$ cat src/rtl/fdf_pkg.sv
// Shared types and constants of the direct-form FIR filter.
// No dependencies; the MAC unit, the top level and the checker use it.
package fdf_pkg;

    // Delay-line and coefficient-store depth
    localparam int TAPS      = 16;
    localparam int TAP_IDX_W = (TAPS > 1) ? $clog2(TAPS) : 1;
    localparam int CNT_W     = $clog2(TAPS + 1);

    // Field widths
    localparam int FUNC_W    = 1;
    localparam int CIDX_W    = 4;
    localparam int COEF_W    = 16;
    localparam int SAMPLE_W  = 16;
    localparam int CFG_W     = 5;
    localparam int OUT_W     = 32;
    localparam int FRAC_W    = 14;

    // Arithmetic widths: one product, then the sum over all taps
    localparam int PROD_W    = COEF_W + SAMPLE_W;
    localparam int ACC_W     = PROD_W + TAP_IDX_W + 1;
    localparam int Q_W       = ACC_W - FRAC_W;
    localparam int QX_W      = (Q_W > OUT_W + 1) ? Q_W : OUT_W + 1;

    // Input tdata layout, lowest bit first
    localparam int CIDX_LSB   = 0;
    localparam int COEF_LSB   = CIDX_LSB + CIDX_W;
    localparam int SAMPLE_LSB = COEF_LSB + COEF_W;
    localparam int IN_BITS    = SAMPLE_LSB + SAMPLE_W;
    localparam int IN_DATA_W  = ((IN_BITS + 7) / 8) * 8;
    localparam int OUT_DATA_W = ((OUT_W + 7) / 8) * 8;

    // Item kinds carried in s_tuser
    localparam logic [FUNC_W-1:0] FUNC_LOAD   = 1'b0;
    localparam logic [FUNC_W-1:0] FUNC_SAMPLE = 1'b1;

    localparam int CFG_RESET = 16;

    typedef logic signed [COEF_W-1:0]   coef_t;
    typedef logic signed [SAMPLE_W-1:0] sample_t;
    typedef logic signed [ACC_W-1:0]    acc_t;

    // Sequencer commands to the MAC unit
    typedef struct packed {
        logic clear;
        logic issue;
    } mac_ctrl_t;

endpackage

$ cat src/rtl/fdf_mac.sv
// Shared multiply-accumulate unit: registered product, then accumulate.
// Depends on fdf_pkg.
module fdf_mac (
    input  logic                clk,
    input  logic                rst_n,
    input  fdf_pkg::mac_ctrl_t  ctrl,
    input  fdf_pkg::sample_t    op_sample,
    input  fdf_pkg::coef_t      op_coef,
    output fdf_pkg::acc_t       acc
);

    logic signed [fdf_pkg::PROD_W-1:0] prod_reg;
    logic signed [fdf_pkg::PROD_W-1:0] prod_next;
    logic                              prod_valid_reg;
    fdf_pkg::acc_t                     acc_reg;
    fdf_pkg::acc_t                     acc_next;

    assign prod_next = op_sample * op_coef;

    always_comb
    begin
        acc_next = acc_reg;
        if (ctrl.clear)
        begin
            acc_next = '0;
        end
        else if (prod_valid_reg)
        begin
            acc_next = acc_reg + fdf_pkg::ACC_W'(prod_reg);
        end
    end

    always_ff @(posedge clk or negedge rst_n)
    begin
        if (!rst_n)
        begin
            prod_valid_reg <= 1'b0;
            acc_reg        <= '0;
        end
        else
        begin
            prod_valid_reg <= ctrl.issue && !ctrl.clear;
            acc_reg        <= acc_next;
        end
    end

    always_ff @(posedge clk)
    begin
        prod_reg <= prod_next;
    end

    assign acc = acc_reg;

endmodule

$ cat src/rtl/fir_filter_direct_form.sv
// Top level of the direct-form FIR filter: delay line, coefficient store,
// sequencer and output register. Depends on fdf_pkg and fdf_mac.
//
// Usage:
//   s_* is the input stream. s_tuser selects the kind of beat: a load beat
//   writes coef_value into tap coef_index and gives no output; a sample beat
//   shifts sample into the delay line and gives one output beat.
//   m_* carries the filtered value in m_tdata and the saturation flag in
//   m_tuser. cfg_* writes taps_in_use (0 acts as 1, above the depth as the
//   depth); write it only while the filter is idle.
// Sequence:
//   A load beat leaves s_tready high. A sample beat holds s_tready low while
//   one shared multiplier visits one tap per cycle over the N taps in use,
//   then through a step that drains the product register and a final step
//   that scales, saturates and loads the output register; that final step
//   waits while the output register still holds an untaken beat. m_tvalid
//   rises once the output register is loaded, and only then is the next sample taken.
// Reset:
//   rst_n clears the delay line, the coefficients, taps_in_use (to 16) and
//   the valid flag of the output register.
// Stall:
//   The output register holds its beat until m_tready. A new sample is still
//   taken and computed meanwhile; its result waits in the final step until
//   the output register frees up.
module fir_filter_direct_form (
    input  logic                             clk,
    input  logic                             rst_n,
    input  logic                             s_tvalid,
    output logic                             s_tready,
    // [3:0] coef_index, [19:4] coef_value, [35:20] sample, [39:36] zero
    input  logic [fdf_pkg::IN_DATA_W-1:0]    s_tdata,
    // [0] func
    input  logic [fdf_pkg::FUNC_W-1:0]       s_tuser,
    output logic                             m_tvalid,
    input  logic                             m_tready,
    // [31:0] filtered
    output logic [fdf_pkg::OUT_DATA_W-1:0]   m_tdata,
    // [0] saturated
    output logic                             m_tuser,
    input  logic                             cfg_valid,
    output logic                             cfg_ready,
    input  logic [fdf_pkg::CFG_W-1:0]        cfg_data
);

    localparam logic [1:0] ST_IDLE  = 2'd0;
    localparam logic [1:0] ST_RUN   = 2'd1;
    localparam logic [1:0] ST_DRAIN = 2'd2;
    localparam logic [1:0] ST_DONE  = 2'd3;

    localparam int unsigned FRAC_MASK = (1 << fdf_pkg::FRAC_W) - 1;
    localparam logic signed [fdf_pkg::QX_W-1:0] Q_MAX = fdf_pkg::QX_W'(64'sd2147483647);
    localparam logic signed [fdf_pkg::QX_W-1:0] Q_MIN = fdf_pkg::QX_W'(-64'sd2147483648);

    logic [1:0]                       state_reg;
    logic [1:0]                       state_next;
    logic [fdf_pkg::CNT_W-1:0]        k_reg;
    logic [fdf_pkg::CNT_W-1:0]        k_next;
    logic [fdf_pkg::CNT_W-1:0]        n_reg;
    logic [fdf_pkg::CNT_W-1:0]        n_next;
    logic [fdf_pkg::CFG_W-1:0]        taps_cfg_reg;
    fdf_pkg::sample_t                 delay_reg [fdf_pkg::TAPS];
    fdf_pkg::coef_t                   coef_reg  [fdf_pkg::TAPS];

    logic                             out_valid_reg;
    logic [fdf_pkg::OUT_W-1:0]        out_data_reg;
    logic                             out_sat_reg;

    logic                             in_beat;
    logic                             load_beat;
    logic                             sample_beat;
    logic                             load_ok;
    logic [fdf_pkg::CIDX_W-1:0]       in_cidx;
    fdf_pkg::coef_t                   in_coef;
    fdf_pkg::sample_t                 in_sample;
    logic [fdf_pkg::TAP_IDX_W-1:0]    load_addr;
    logic [fdf_pkg::TAP_IDX_W-1:0]    tap_addr;
    logic [fdf_pkg::CNT_W-1:0]        n_clamped;
    logic                             out_load;

    fdf_pkg::mac_ctrl_t               mac_ctrl;
    fdf_pkg::acc_t                    acc;
    fdf_pkg::acc_t                    acc_adj;
    logic signed [fdf_pkg::Q_W-1:0]   quot;
    logic signed [fdf_pkg::QX_W-1:0]  quot_x;
    logic [fdf_pkg::OUT_W-1:0]        res_data;
    logic                             res_sat;

    // Input beat decode
    assign s_tready    = (state_reg == ST_IDLE);
    assign cfg_ready   = 1'b1;
    assign in_beat     = s_tvalid && s_tready;
    assign load_beat   = in_beat && (s_tuser == fdf_pkg::FUNC_LOAD);
    assign sample_beat = in_beat && (s_tuser == fdf_pkg::FUNC_SAMPLE);

    assign in_cidx   = s_tdata[fdf_pkg::CIDX_LSB +: fdf_pkg::CIDX_W];
    assign in_coef   = s_tdata[fdf_pkg::COEF_LSB +: fdf_pkg::COEF_W];
    assign in_sample = s_tdata[fdf_pkg::SAMPLE_LSB +: fdf_pkg::SAMPLE_W];

    // Drop loads aimed past the end of the store
    assign load_ok   = 32'(in_cidx) < 32'(fdf_pkg::TAPS);
    assign load_addr = fdf_pkg::TAP_IDX_W'(in_cidx);

    // Taps in use: zero acts as one, anything past the depth as the depth
    always_comb
    begin
        if (taps_cfg_reg == '0)
        begin
            n_clamped = fdf_pkg::CNT_W'(1);
        end
        else if (32'(taps_cfg_reg) > 32'(fdf_pkg::TAPS))
        begin
            n_clamped = fdf_pkg::CNT_W'(fdf_pkg::TAPS);
        end
        else
        begin
            n_clamped = fdf_pkg::CNT_W'(taps_cfg_reg);
        end
    end

    assign tap_addr = k_reg[fdf_pkg::TAP_IDX_W-1:0];
    assign out_load = (state_reg == ST_DONE) && (!out_valid_reg || m_tready);

    // Sequencer
    always_comb
    begin
        state_next     = state_reg;
        k_next         = k_reg;
        n_next         = n_reg;
        mac_ctrl.clear = 1'b0;
        mac_ctrl.issue = 1'b0;
        unique case (state_reg)
            ST_IDLE:
            begin
                if (sample_beat)
                begin
                    mac_ctrl.clear = 1'b1;
                    k_next         = '0;
                    n_next         = n_clamped;
                    state_next     = ST_RUN;
                end
            end
            ST_RUN:
            begin
                mac_ctrl.issue = 1'b1;
                if (k_reg == n_reg - fdf_pkg::CNT_W'(1))
                begin
                    state_next = ST_DRAIN;
                end
                else
                begin
                    k_next = k_reg + fdf_pkg::CNT_W'(1);
                end
            end
            ST_DRAIN:
            begin
                state_next = ST_DONE;
            end
            ST_DONE:
            begin
                if (out_load)
                begin
                    state_next = ST_IDLE;
                end
            end
            default:
            begin
                state_next = ST_IDLE;
            end
        endcase
    end

    fdf_mac u_mac (
        .clk       (clk),
        .rst_n     (rst_n),
        .ctrl      (mac_ctrl),
        .op_sample (delay_reg[tap_addr]),
        .op_coef   (coef_reg[tap_addr]),
        .acc       (acc)
    );

    // Scale by 2^-14 toward zero: bias negative sums before the shift
    assign acc_adj = acc + (acc[fdf_pkg::ACC_W-1] ? fdf_pkg::ACC_W'(FRAC_MASK) : '0);
    assign quot    = acc_adj[fdf_pkg::ACC_W-1:fdf_pkg::FRAC_W];
    assign quot_x  = fdf_pkg::QX_W'(quot);

    // Clamp to the 32-bit range and flag it
    always_comb
    begin
        res_sat = 1'b0;
        if (quot_x > Q_MAX)
        begin
            res_data = fdf_pkg::OUT_W'(Q_MAX);
            res_sat  = 1'b1;
        end
        else if (quot_x < Q_MIN)
        begin
            res_data = fdf_pkg::OUT_W'(Q_MIN);
            res_sat  = 1'b1;
        end
        else
        begin
            res_data = fdf_pkg::OUT_W'(quot_x);
        end
    end

    always_ff @(posedge clk or negedge rst_n)
    begin
        if (!rst_n)
        begin
            state_reg    <= ST_IDLE;
            k_reg        <= '0;
            n_reg        <= fdf_pkg::CNT_W'(1);
            taps_cfg_reg <= fdf_pkg::CFG_W'(fdf_pkg::CFG_RESET);
        end
        else
        begin
            state_reg <= state_next;
            k_reg     <= k_next;
            n_reg     <= n_next;
            if (cfg_valid && cfg_ready)
            begin
                taps_cfg_reg <= cfg_data;
            end
        end
    end

    // Delay line: the whole line shifts on every sample beat
    always_ff @(posedge clk or negedge rst_n)
    begin
        if (!rst_n)
        begin
            for (int i = 0; i < fdf_pkg::TAPS; i++)
            begin
                delay_reg[i] <= '0;
            end
        end
        else if (sample_beat)
        begin
            delay_reg[0] <= in_sample;
            for (int i = 1; i < fdf_pkg::TAPS; i++)
            begin
                delay_reg[i] <= delay_reg[i-1];
            end
        end
    end

    // Coefficient store
    always_ff @(posedge clk or negedge rst_n)
    begin
        if (!rst_n)
        begin
            for (int i = 0; i < fdf_pkg::TAPS; i++)
            begin
                coef_reg[i] <= '0;
            end
        end
        else if (load_beat && load_ok)
        begin
            coef_reg[load_addr] <= in_coef;
        end
    end

    // Output register: hold the beat until the receiver takes it
    always_ff @(posedge clk or negedge rst_n)
    begin
        if (!rst_n)
        begin
            out_valid_reg <= 1'b0;
        end
        else if (out_load)
        begin
            out_valid_reg <= 1'b1;
        end
        else if (m_tready)
        begin
            out_valid_reg <= 1'b0;
        end
    end

    always_ff @(posedge clk)
    begin
        if (out_load)
        begin
            out_data_reg <= res_data;
            out_sat_reg  <= res_sat;
        end
    end

    assign m_tvalid = out_valid_reg;
    assign m_tdata  = fdf_pkg::OUT_DATA_W'(out_data_reg);
    assign m_tuser  = out_sat_reg;

endmodule

$ cat config.mk
export PLATFORM = sky130hd
export DESIGN_NAME = fir_filter_direct_form
export DESIGN_NICKNAME = d
export VERILOG_FILES = /design/src/rtl/fdf_pkg.sv /design/src/rtl/fdf_mac.sv /design/src/rtl/fir_filter_direct_form.sv
export SDC_FILE = /design/constraint.sdc
export NUM_CORES = 2
export LEC_CHECK = 0
export ABC_AREA = 1
export BUFFER_PORTS_ARGS = -buffer_cell sky130_fd_sc_hd__buf_2
export CELL_PAD_IN_SITES_DETAIL_PLACEMENT = 1
export CELL_PAD_IN_SITES_GLOBAL_PLACEMENT = 1
export CORE_MARGIN = 2
export CORE_UTILIZATION = 38
export CTS_CLUSTER_DIAMETER = 40
export DETAILED_ROUTE_END_ITERATION = 12
export GPL_TIMING_DRIVEN = 0
export PLACE_DENSITY = 0.65
export SLEW_MARGIN = 20
export SYNTH_ARGS = -nofsm -noshare
export SYNTH_HDL_FRONTEND = slang
export SYNTH_SLANG_ARGS = --single-unit
$ cat constraint.sdc
create_clock -name clk -period 8.8 [get_ports clk]
set_clock_uncertainty 0.15 [all_clocks]
set_input_delay 1.76 -clock clk [delete_from_list [all_inputs] [get_ports clk]]
set_output_delay 1.76 -clock clk [all_outputs]
set_load 0.005 [all_outputs]
; ---- After elaboration in Yosys (flattened, before gate mapping)
; Cells that the tools add are included.
[op_classes]
addsub = 4
n_mul = 1
n_div = 0
n_lt_le_gt_ge = 6
n_eq_ne = 8
shifts = 0
n_mux = 28
bitwise_logic = 3
n_reduce_logical = 17
[op_table]
columns = operator, count
row1 = bitwise mux 256 bit, 1
row2 = binary-select mux 16 bit (select 4 bit), 2
row3 = 2-to-1 mux 16 bit, 5
row4 = 2-to-1 mux 37 bit, 2
row5 = demux 16 bit (select 4 bit), 1
row6 = adder 37 x 14 -> 37 bit, 1
row7 = adder 37 x 32 -> 37 bit, 1
row8 = "greater-than comparator 23 x 32 -> 1 bit, second input constant", 1
row9 = "less-than comparator 23 x 32 -> 1 bit, second input constant", 1
row10 = multiplier 16 x 16 -> 32 bit, 1
row11 = 2-to-1 mux 32 bit, 1
row12 = 2-to-1 mux 5 bit, 4
row13 = 2-to-1 mux 14 bit, 1
row14 = ">= comparator 5 bit, second input constant", 2
row15 = inverter 4 -> 5 bit, 2
row16 = case mux 5 bit (2 select lines), 1
row17 = case mux 2 bit (4 select lines), 1
row18 = logical AND 1 bit, 6
row19 = 2-to-1 mux 1 bit, 6
row20 = 2-to-1 mux 2 bit, 3
row21 = "!= test 2 bit, second input constant", 3
row22 = AND reduction 3 bit, 2
row23 = nonzero test 2 bit, 3
row24 = "adder 5 x 1 -> 5 bit, second input constant", 1
row25 = other kinds (13), 15
[totals]
reg_bits = 633
latchBits = 0
mem_bits_rw = 0
romBits = 0
inputBits = 51
out_inout_bits = 36
elab_cells = 109
n_memories = 0

; ---- Logic depth before layout (Yosys ltp)
[logic_depth]
word_depth = 7
ltp_mapped = 35
ltp_nobuf = 30

; ---- Modules after synthesis
; Synthesis repeated with hierarchy kept, for this count alone.
[hier_totals]
cells_unflattened = 5434
area_unflattened_um2 = 41806.3
[by_module_without_submodules]
columns = module, instances, cells_per_inst, area_per_inst_um2, seq_area_each_um2
row1 = fir_filter_direct_form, 1, 3268, 26212.6, 14015.9
row2 = fdf_mac, 1, 2166, 15593.7, 1591.5

; ---- Worst setup path before layout
; OpenSTA, ideal clock, no wires.
[synth_path]
path_kind = register to register
from = reg k_reg[0] (netlist bit)
to = reg u_mac.prod_reg[30] (netlist bit)
setup_ns = 0.119
arrival_time_ns = 6.080
t_required_ns = 8.531
slack_ns = 2.451
path_stages_with_launch = 29
path_buffers = 5
synth_period_minus_slack_ns = 6.349
cell_sequence = dfrtp_1 buf_6 inv_2 buf_6 buf_8 buf_6 a21oi_1 o21ai_0 nand2_1 nand2_1 nand3_2 buf_4 nand2_1 fa_1 inv_1 fa_1 fa_1 fa_1 fa_1 inv_1 fa_1 inv_1 ha_1 a21o_1 a21oi_1 o21ai_0 a21oi_1 nand2_1 xor2_1
[synth_between]
elab_chain_cells = 5
word_cells_on_any_way = 8
cone_classes = mul (1) / mux (6) / bitwise (1)
[synth_rtl]
columns = element, line_no
row1 = start: declaration, fir_filter_direct_form.sv:56  ; logic [fdf_pkg::CNT_W-1:0] k_reg;
row2 = start signal: assignment, fir_filter_direct_form.sv:218  ; k_reg <= k_next;
row3 = inverter 4 -> 5 bit (not written as such) (*), "fir_filter_direct_form.sv:176, fir_filter_direct_form.sv:177"
row4 = "binary-select mux 16 bit (select 4 bit), on equally long branches", "fir_filter_direct_form.sv:176, fir_filter_direct_form.sv:177"
row5 = "2-to-1 mux 16 bit, on equally long branches (2 in series)", "fir_filter_direct_form.sv:176, fir_filter_direct_form.sv:177"
row6 = multiplier 16 x 16 -> 32 bit (*), fdf_mac.sv:18  ; assign prod_next = op_sample * op_coef;
row7 = net u_mac.prod_next (one bit), fdf_mac.sv:13  ; logic signed [fdf_pkg::PROD_W-1:0] prod_next;
row8 = end signal: assignment, fdf_mac.sv:49  ; prod_reg <= prod_next;
row9 = end: declaration, fdf_mac.sv:12  ; logic signed [fdf_pkg::PROD_W-1:0] prod_reg;
; The timed path passes the listed nets; every way through them passes the cells marked *. The select of a mux whose other input is x is not followed.
; A chain may end at the register's enable or synchronous reset.

; ---- Worst setup path in the final report
[layout_path]
from = reg k_reg[3] (netlist bit)
to = reg u_mac.prod_reg[24] (netlist bit)
; The elaborated chain is that of the path after synthesis.

==> tab_implementation.tex <==
\begin{tabular}{lr}
\hline
Metric & Value \\
\hline
\multicolumn{2}{l}{\textbf{Outcome}} \\
\quad Run status & finished, final reports clean \\
\multicolumn{2}{l}{\textbf{STA}} \\
\quad Post-route fraction of the period consumed by the critical path & 0.967 \\
\quad Unrepaired setup endpoints after global routing & no \\
\quad Post-layout min period & about 8.5 ns \\
\quad Max Freq & about 120 MHz \\
\quad Slew Limit Headroom & 0.251 \\
\quad Measured slew at the worst slew-check pin & between 1 and 1.5 ns \\
\quad Total count of hold-check failures in the final report & 0 \\
\quad Max-slew violations & 0 \\
\quad Setup WS post-layout & about 0.3 ns \\
\quad Total setup violations reported at the end of the flow & 0 \\
\multicolumn{2}{l}{\textbf{Synth}} \\
\quad Post-Synth Simple-Gate Area & 0.196 \\
\quad Gate count after technology mapping & 5312 \\
\quad Post-synthesis share of cell area spent on full adders, half adders and majority gates & 0.168 \\
\quad Synth async-reset ratio & 0.909 \\
\quad Number of synthesized flops with an enable pin & 25 \\
\quad Leading post-synthesis cells by cell area & sky130\_fd\_sc\_hd\_\_dfrtp\_1 34\%, sky130\_fd\_sc\_hd\_\_nand2\_1 13\%, sky130\_fd\_sc\_hd\_\_fa\_1 13\% \\
\quad Register area share after synthesis & 0.375 \\
\quad Syn nets & between 5k and 6k \\
\quad Number of synthesis warnings & 0 \\
\quad Area fraction in compound gates after synthesis & 0.142 \\
\quad Most frequent cell after synthesis & sky130\_fd\_sc\_hd\_\_nand2\_1 \\
\quad Register bit count reported by yosys & about 630 \\
\quad Library cells used by synthesis & between 40 and 50 \\
\quad Multiplexer share of the synthesized area & 0.000541 \\
\quad Parity-gate share of the synthesized area counting xor and xnor cells & 0.0109 \\
\quad Largest area contributor in the netlist & sky130\_fd\_sc\_hd\_\_dfrtp\_1 \\
\quad Area share of the leading cell type in the synthesized netlist & 0.340 \\
\quad List of most frequent post-synthesis cells & 1464 x sky130\_fd\_sc\_hd\_\_nand2\_1, 813 x sky130\_fd\_sc\_hd\_\_inv\_1, 744 x sky130\_fd\_sc\_hd\_\_o21ai\_0 \\
\quad Cell area after technology mapping & 41600 um2 \\
\quad Combinational family with the most area after synthesis & simple AND/OR/NAND/NOR gates \\
\quad Dominant register cell in the synthesized netlist & sky130\_fd\_sc\_hd\_\_dfrtp\_1 \\
\quad Syn Area/Cell & approximately 7.8 um2 \\
\multicolumn{2}{l}{\textbf{Clock tree}} \\
\quad TritonCTS Sinks & 625 \\
\quad Number of buffers on the longest clock path & 3 \\
\quad Inserted Clock Buffers & roughly 110 \\
\quad Later-pin clock latency in the skew report & 0.73 ns \\
\quad Postcts setup bufs & 0 \\
\quad H-tree depth & 3 \\
\quad Clock-pin slew of the registers on the worst-case setup and hold paths & roughly 0.050 ns \\
\quad TritonCTS clock tree & done \\
\quad Clock Root Buffer & sky130\_fd\_sc\_hd\_\_clkbuf\_16 \\
\multicolumn{2}{l}{\textbf{Critical path}} \\
\quad CP Data Required Time & $\sim$9.3 ns \\
\quad Reg2Reg Launch Point & k\_reg[3]\$\_DFFE\_PN0P\_ \\
\quad Setup crit end kind & flop \\
\quad Critical Path Fanout Max & 10 \\
\quad Reg-to-reg slack, setup & between 0.2 and 0.3 ns \\
\quad Endpoint of the lowest-slack register-to-register path & u\_mac.prod\_reg[24]\$\_DFF\_P\_ \\
\quad Category of the most critical setup path & reg -> reg \\
\quad Worst reg2reg path depth & 22 \\
\quad Element type at the critical path start & flop \\
\quad Critical Path AT & 8.97 ns \\
\multicolumn{2}{l}{\textbf{Finish}} \\
\quad Number of inserted filler cells in the final layout & 13.3k \\
\quad Total number of nets in the final design & between 5k and 6k \\
\quad Layout overhead on the synthesized area & 15.0\% \\
\quad Final Cell Area & 47900 um2 \\
\quad Share of cells above drive strength 1 & 0.0772 \\
\quad Final antenna diode count & 0 \\
\multicolumn{2}{l}{\textbf{GRT}} \\
\quad Overflow left after global routing & 0 \\
\quad GRT Overall Usage & 0.285 \\
\quad Wire length of the first global-routing pass & approximately 240000 um \\
\quad Initial antenna violation count & 2 \\
\quad Pin count of the biggest net entering global routing & 95 \\
\quad Number of global-route vias before repair & around 39k \\
\multicolumn{2}{l}{\textbf{Placed design}} \\
\quad Count of input and output buffers & 80 \\
\quad Setup slack after placement & $\sim$0.33 ns \\
\quad Final RePlAce weighted congestion & 0.877 \\
\quad Half-perimeter wire length of the detailed placement result & roughly 120000 um \\
\quad Area after DPL & around 44000 um2 \\
\multicolumn{2}{l}{\textbf{Route}} \\
\quad 1st-iter DRT viols & around 2.6k \\
\quad Total via count after detailed routing & between 30k and 40k \\
\quad Wire length reported by the detailed router & roughly 160000 um \\
\quad Average wire per cell in the routed design & about 23 um \\
\quad Post-DR vias/cell & about 5.3 \\
\quad Number of iterations in the first detailed-routing pass & 5 \\
\quad Routed Antenna Nets & 0 \\
\quad Remaining routing DRC violations & 0 \\
\multicolumn{2}{l}{\textbf{Min path}} \\
\quad WHS Path Cells & 2 \\
\quad End point of the most critical hold path & coef\_reg[47]\$\_DFFE\_PN0P\_ \\
\quad Source of the worst hold timing path & coef\_reg[47]\$\_DFFE\_PN0P\_ \\
\quad Worst hold path type & reg -> reg \\
\multicolumn{2}{l}{\textbf{Floorplan}} \\
\quad Die outline height & between 300 and 400 um \\
\quad Number of placed I/O pins & 87 \\
\quad FP Rows & approximately 120 \\
\quad Die ar. & approximately 110000 um2 \\
\quad DIE WIDTH & around 330 um \\
\quad Effective utilization at floorplan & 0.383 \\
\quad Core Area & 109000 um2 \\
\multicolumn{2}{l}{\textbf{Flow run}} \\
\quad \# Max-Cap Violations & 0 \\
\hline
\end{tabular}
## cells in the final DEF (no fill, tap or decap), drive strengths merged, types with 19 or more instances in the layout
master and instances:
nand2 1464, inv 828, o21ai 776, dfrtp 566
clkbuf 308, nor2 277, fa 263, a21oi 222
buf 191, nand3 189, ha 137, xor2 40
o22ai 38, nand4 33, clkinv 33, dfxtp 32
nor3 27, edfxtp 25, o211ai 19
## per-layer routing
layer | part of all wire | up-vias | global-route usage
met3 | 0.047 | 234 | 0.0323
met4 | 0.032 | 0 | 0.0888
li1 | - | 17200 | -
met2 | 0.45 | 898 | 0.457
met5 | 0 | - | 0
met1 | 0.47 | 19100 | 0.404
## cells by family (layout without fill, tap and decap cells)
family          after synthesis  after routing
simple gates               2017           2017
xor+xnor                     52             52
flops                       625            625
fa+ha+maj                   400            400
mux                           2              2
buf+inv                    1097           1383
other cells                   2              2
compound gates             1117           1117
## timing repair
action,in CTS,in global routing
hold buffers,0,0
gates resized for setup,0,3
hold endpoints to repair,0,0
endpoints found under the setup margin,0,1
## how the worst max path moves through the flow
stage / startpoint / endpoint / slack (ns) / cells after the start
4_1_cts: k_reg[0]$_DFFE_PN0P_ / u_mac.prod_reg[24]$_DFF_P_ / 0.31 / 24
2_1_floorplan: k_reg[0]$_DFFE_PN0P_ / u_mac.prod_reg[30]$_DFF_P_ / 2.45 / 28
3_3_place_gp: rst_n / coef_reg[121]$_DFFE_PN0P_ / -6.92 / 1
5_1_grt: k_reg[3]$_DFFE_PN0P_ / u_mac.prod_reg[31]$_DFF_P_ / 0.002 / 26
6_report: k_reg[3]$_DFFE_PN0P_ / u_mac.prod_reg[24]$_DFF_P_ / 0.29 / 22
3_5_place_dp: k_reg[0]$_DFFE_PN0P_ / u_mac.prod_reg[24]$_DFF_P_ / 0.33 / 24
## worst max-delay path: stages, from the launching register on
cell and delay [ns]:
sky130_fd_sc_hd__dfrtp_1 0.64, sky130_fd_sc_hd__inv_1 0.29, sky130_fd_sc_hd__nor2_1 0.69, sky130_fd_sc_hd__clkbuf_1 0.65, sky130_fd_sc_hd__nand2_1 0.16, sky130_fd_sc_hd__nand3_2 0.29
sky130_fd_sc_hd__buf_4 0.26, sky130_fd_sc_hd__nand2_1 0.08, sky130_fd_sc_hd__fa_1 0.48, sky130_fd_sc_hd__inv_1 0.15, sky130_fd_sc_hd__fa_1 0.92, sky130_fd_sc_hd__fa_1 0.55
sky130_fd_sc_hd__fa_1 0.48, sky130_fd_sc_hd__fa_1 0.52, sky130_fd_sc_hd__inv_1 0.05, sky130_fd_sc_hd__fa_1 0.47, sky130_fd_sc_hd__inv_1 0.04, sky130_fd_sc_hd__ha_1 0.40
sky130_fd_sc_hd__nand2_1 0.14, sky130_fd_sc_hd__nor3_1 0.34, sky130_fd_sc_hd__nand3_1 0.11, sky130_fd_sc_hd__o211ai_1 0.28, sky130_fd_sc_hd__xor2_1 0.23
## layout make-up
type                       instances  area, um2  area share
multi-input combinational       3590      21500       0.450
sequential                       625      15600       0.326
inverter                         824       3090      0.0646
clock buffer                     139       2980      0.0622
tap                             1414       1770      0.0370
buffer                           273       1370      0.0287
clock inverter                    60        895      0.0187
timing repair buffer              87        603      0.0126
## stage by stage
step / util / TNS (ns) / std cells / hold WS, ns
floorplan: - / 0 / 5312 / 0.298
global placement: 0.403 / -3874.02 / 6806 / 0.310
detailed placement: 0.405 / 0 / 6813 / 0.318
CTS: 0.440 / 0 / 7012 / 0.329
global route: 0.440 / 0 / 7012 / 0.352
finish: 0.440 / 0 / 7012 / 0.328
Power is not shown: default switching activity piles up to over one toggle a cycle in this logic, so the estimate is an artifact.
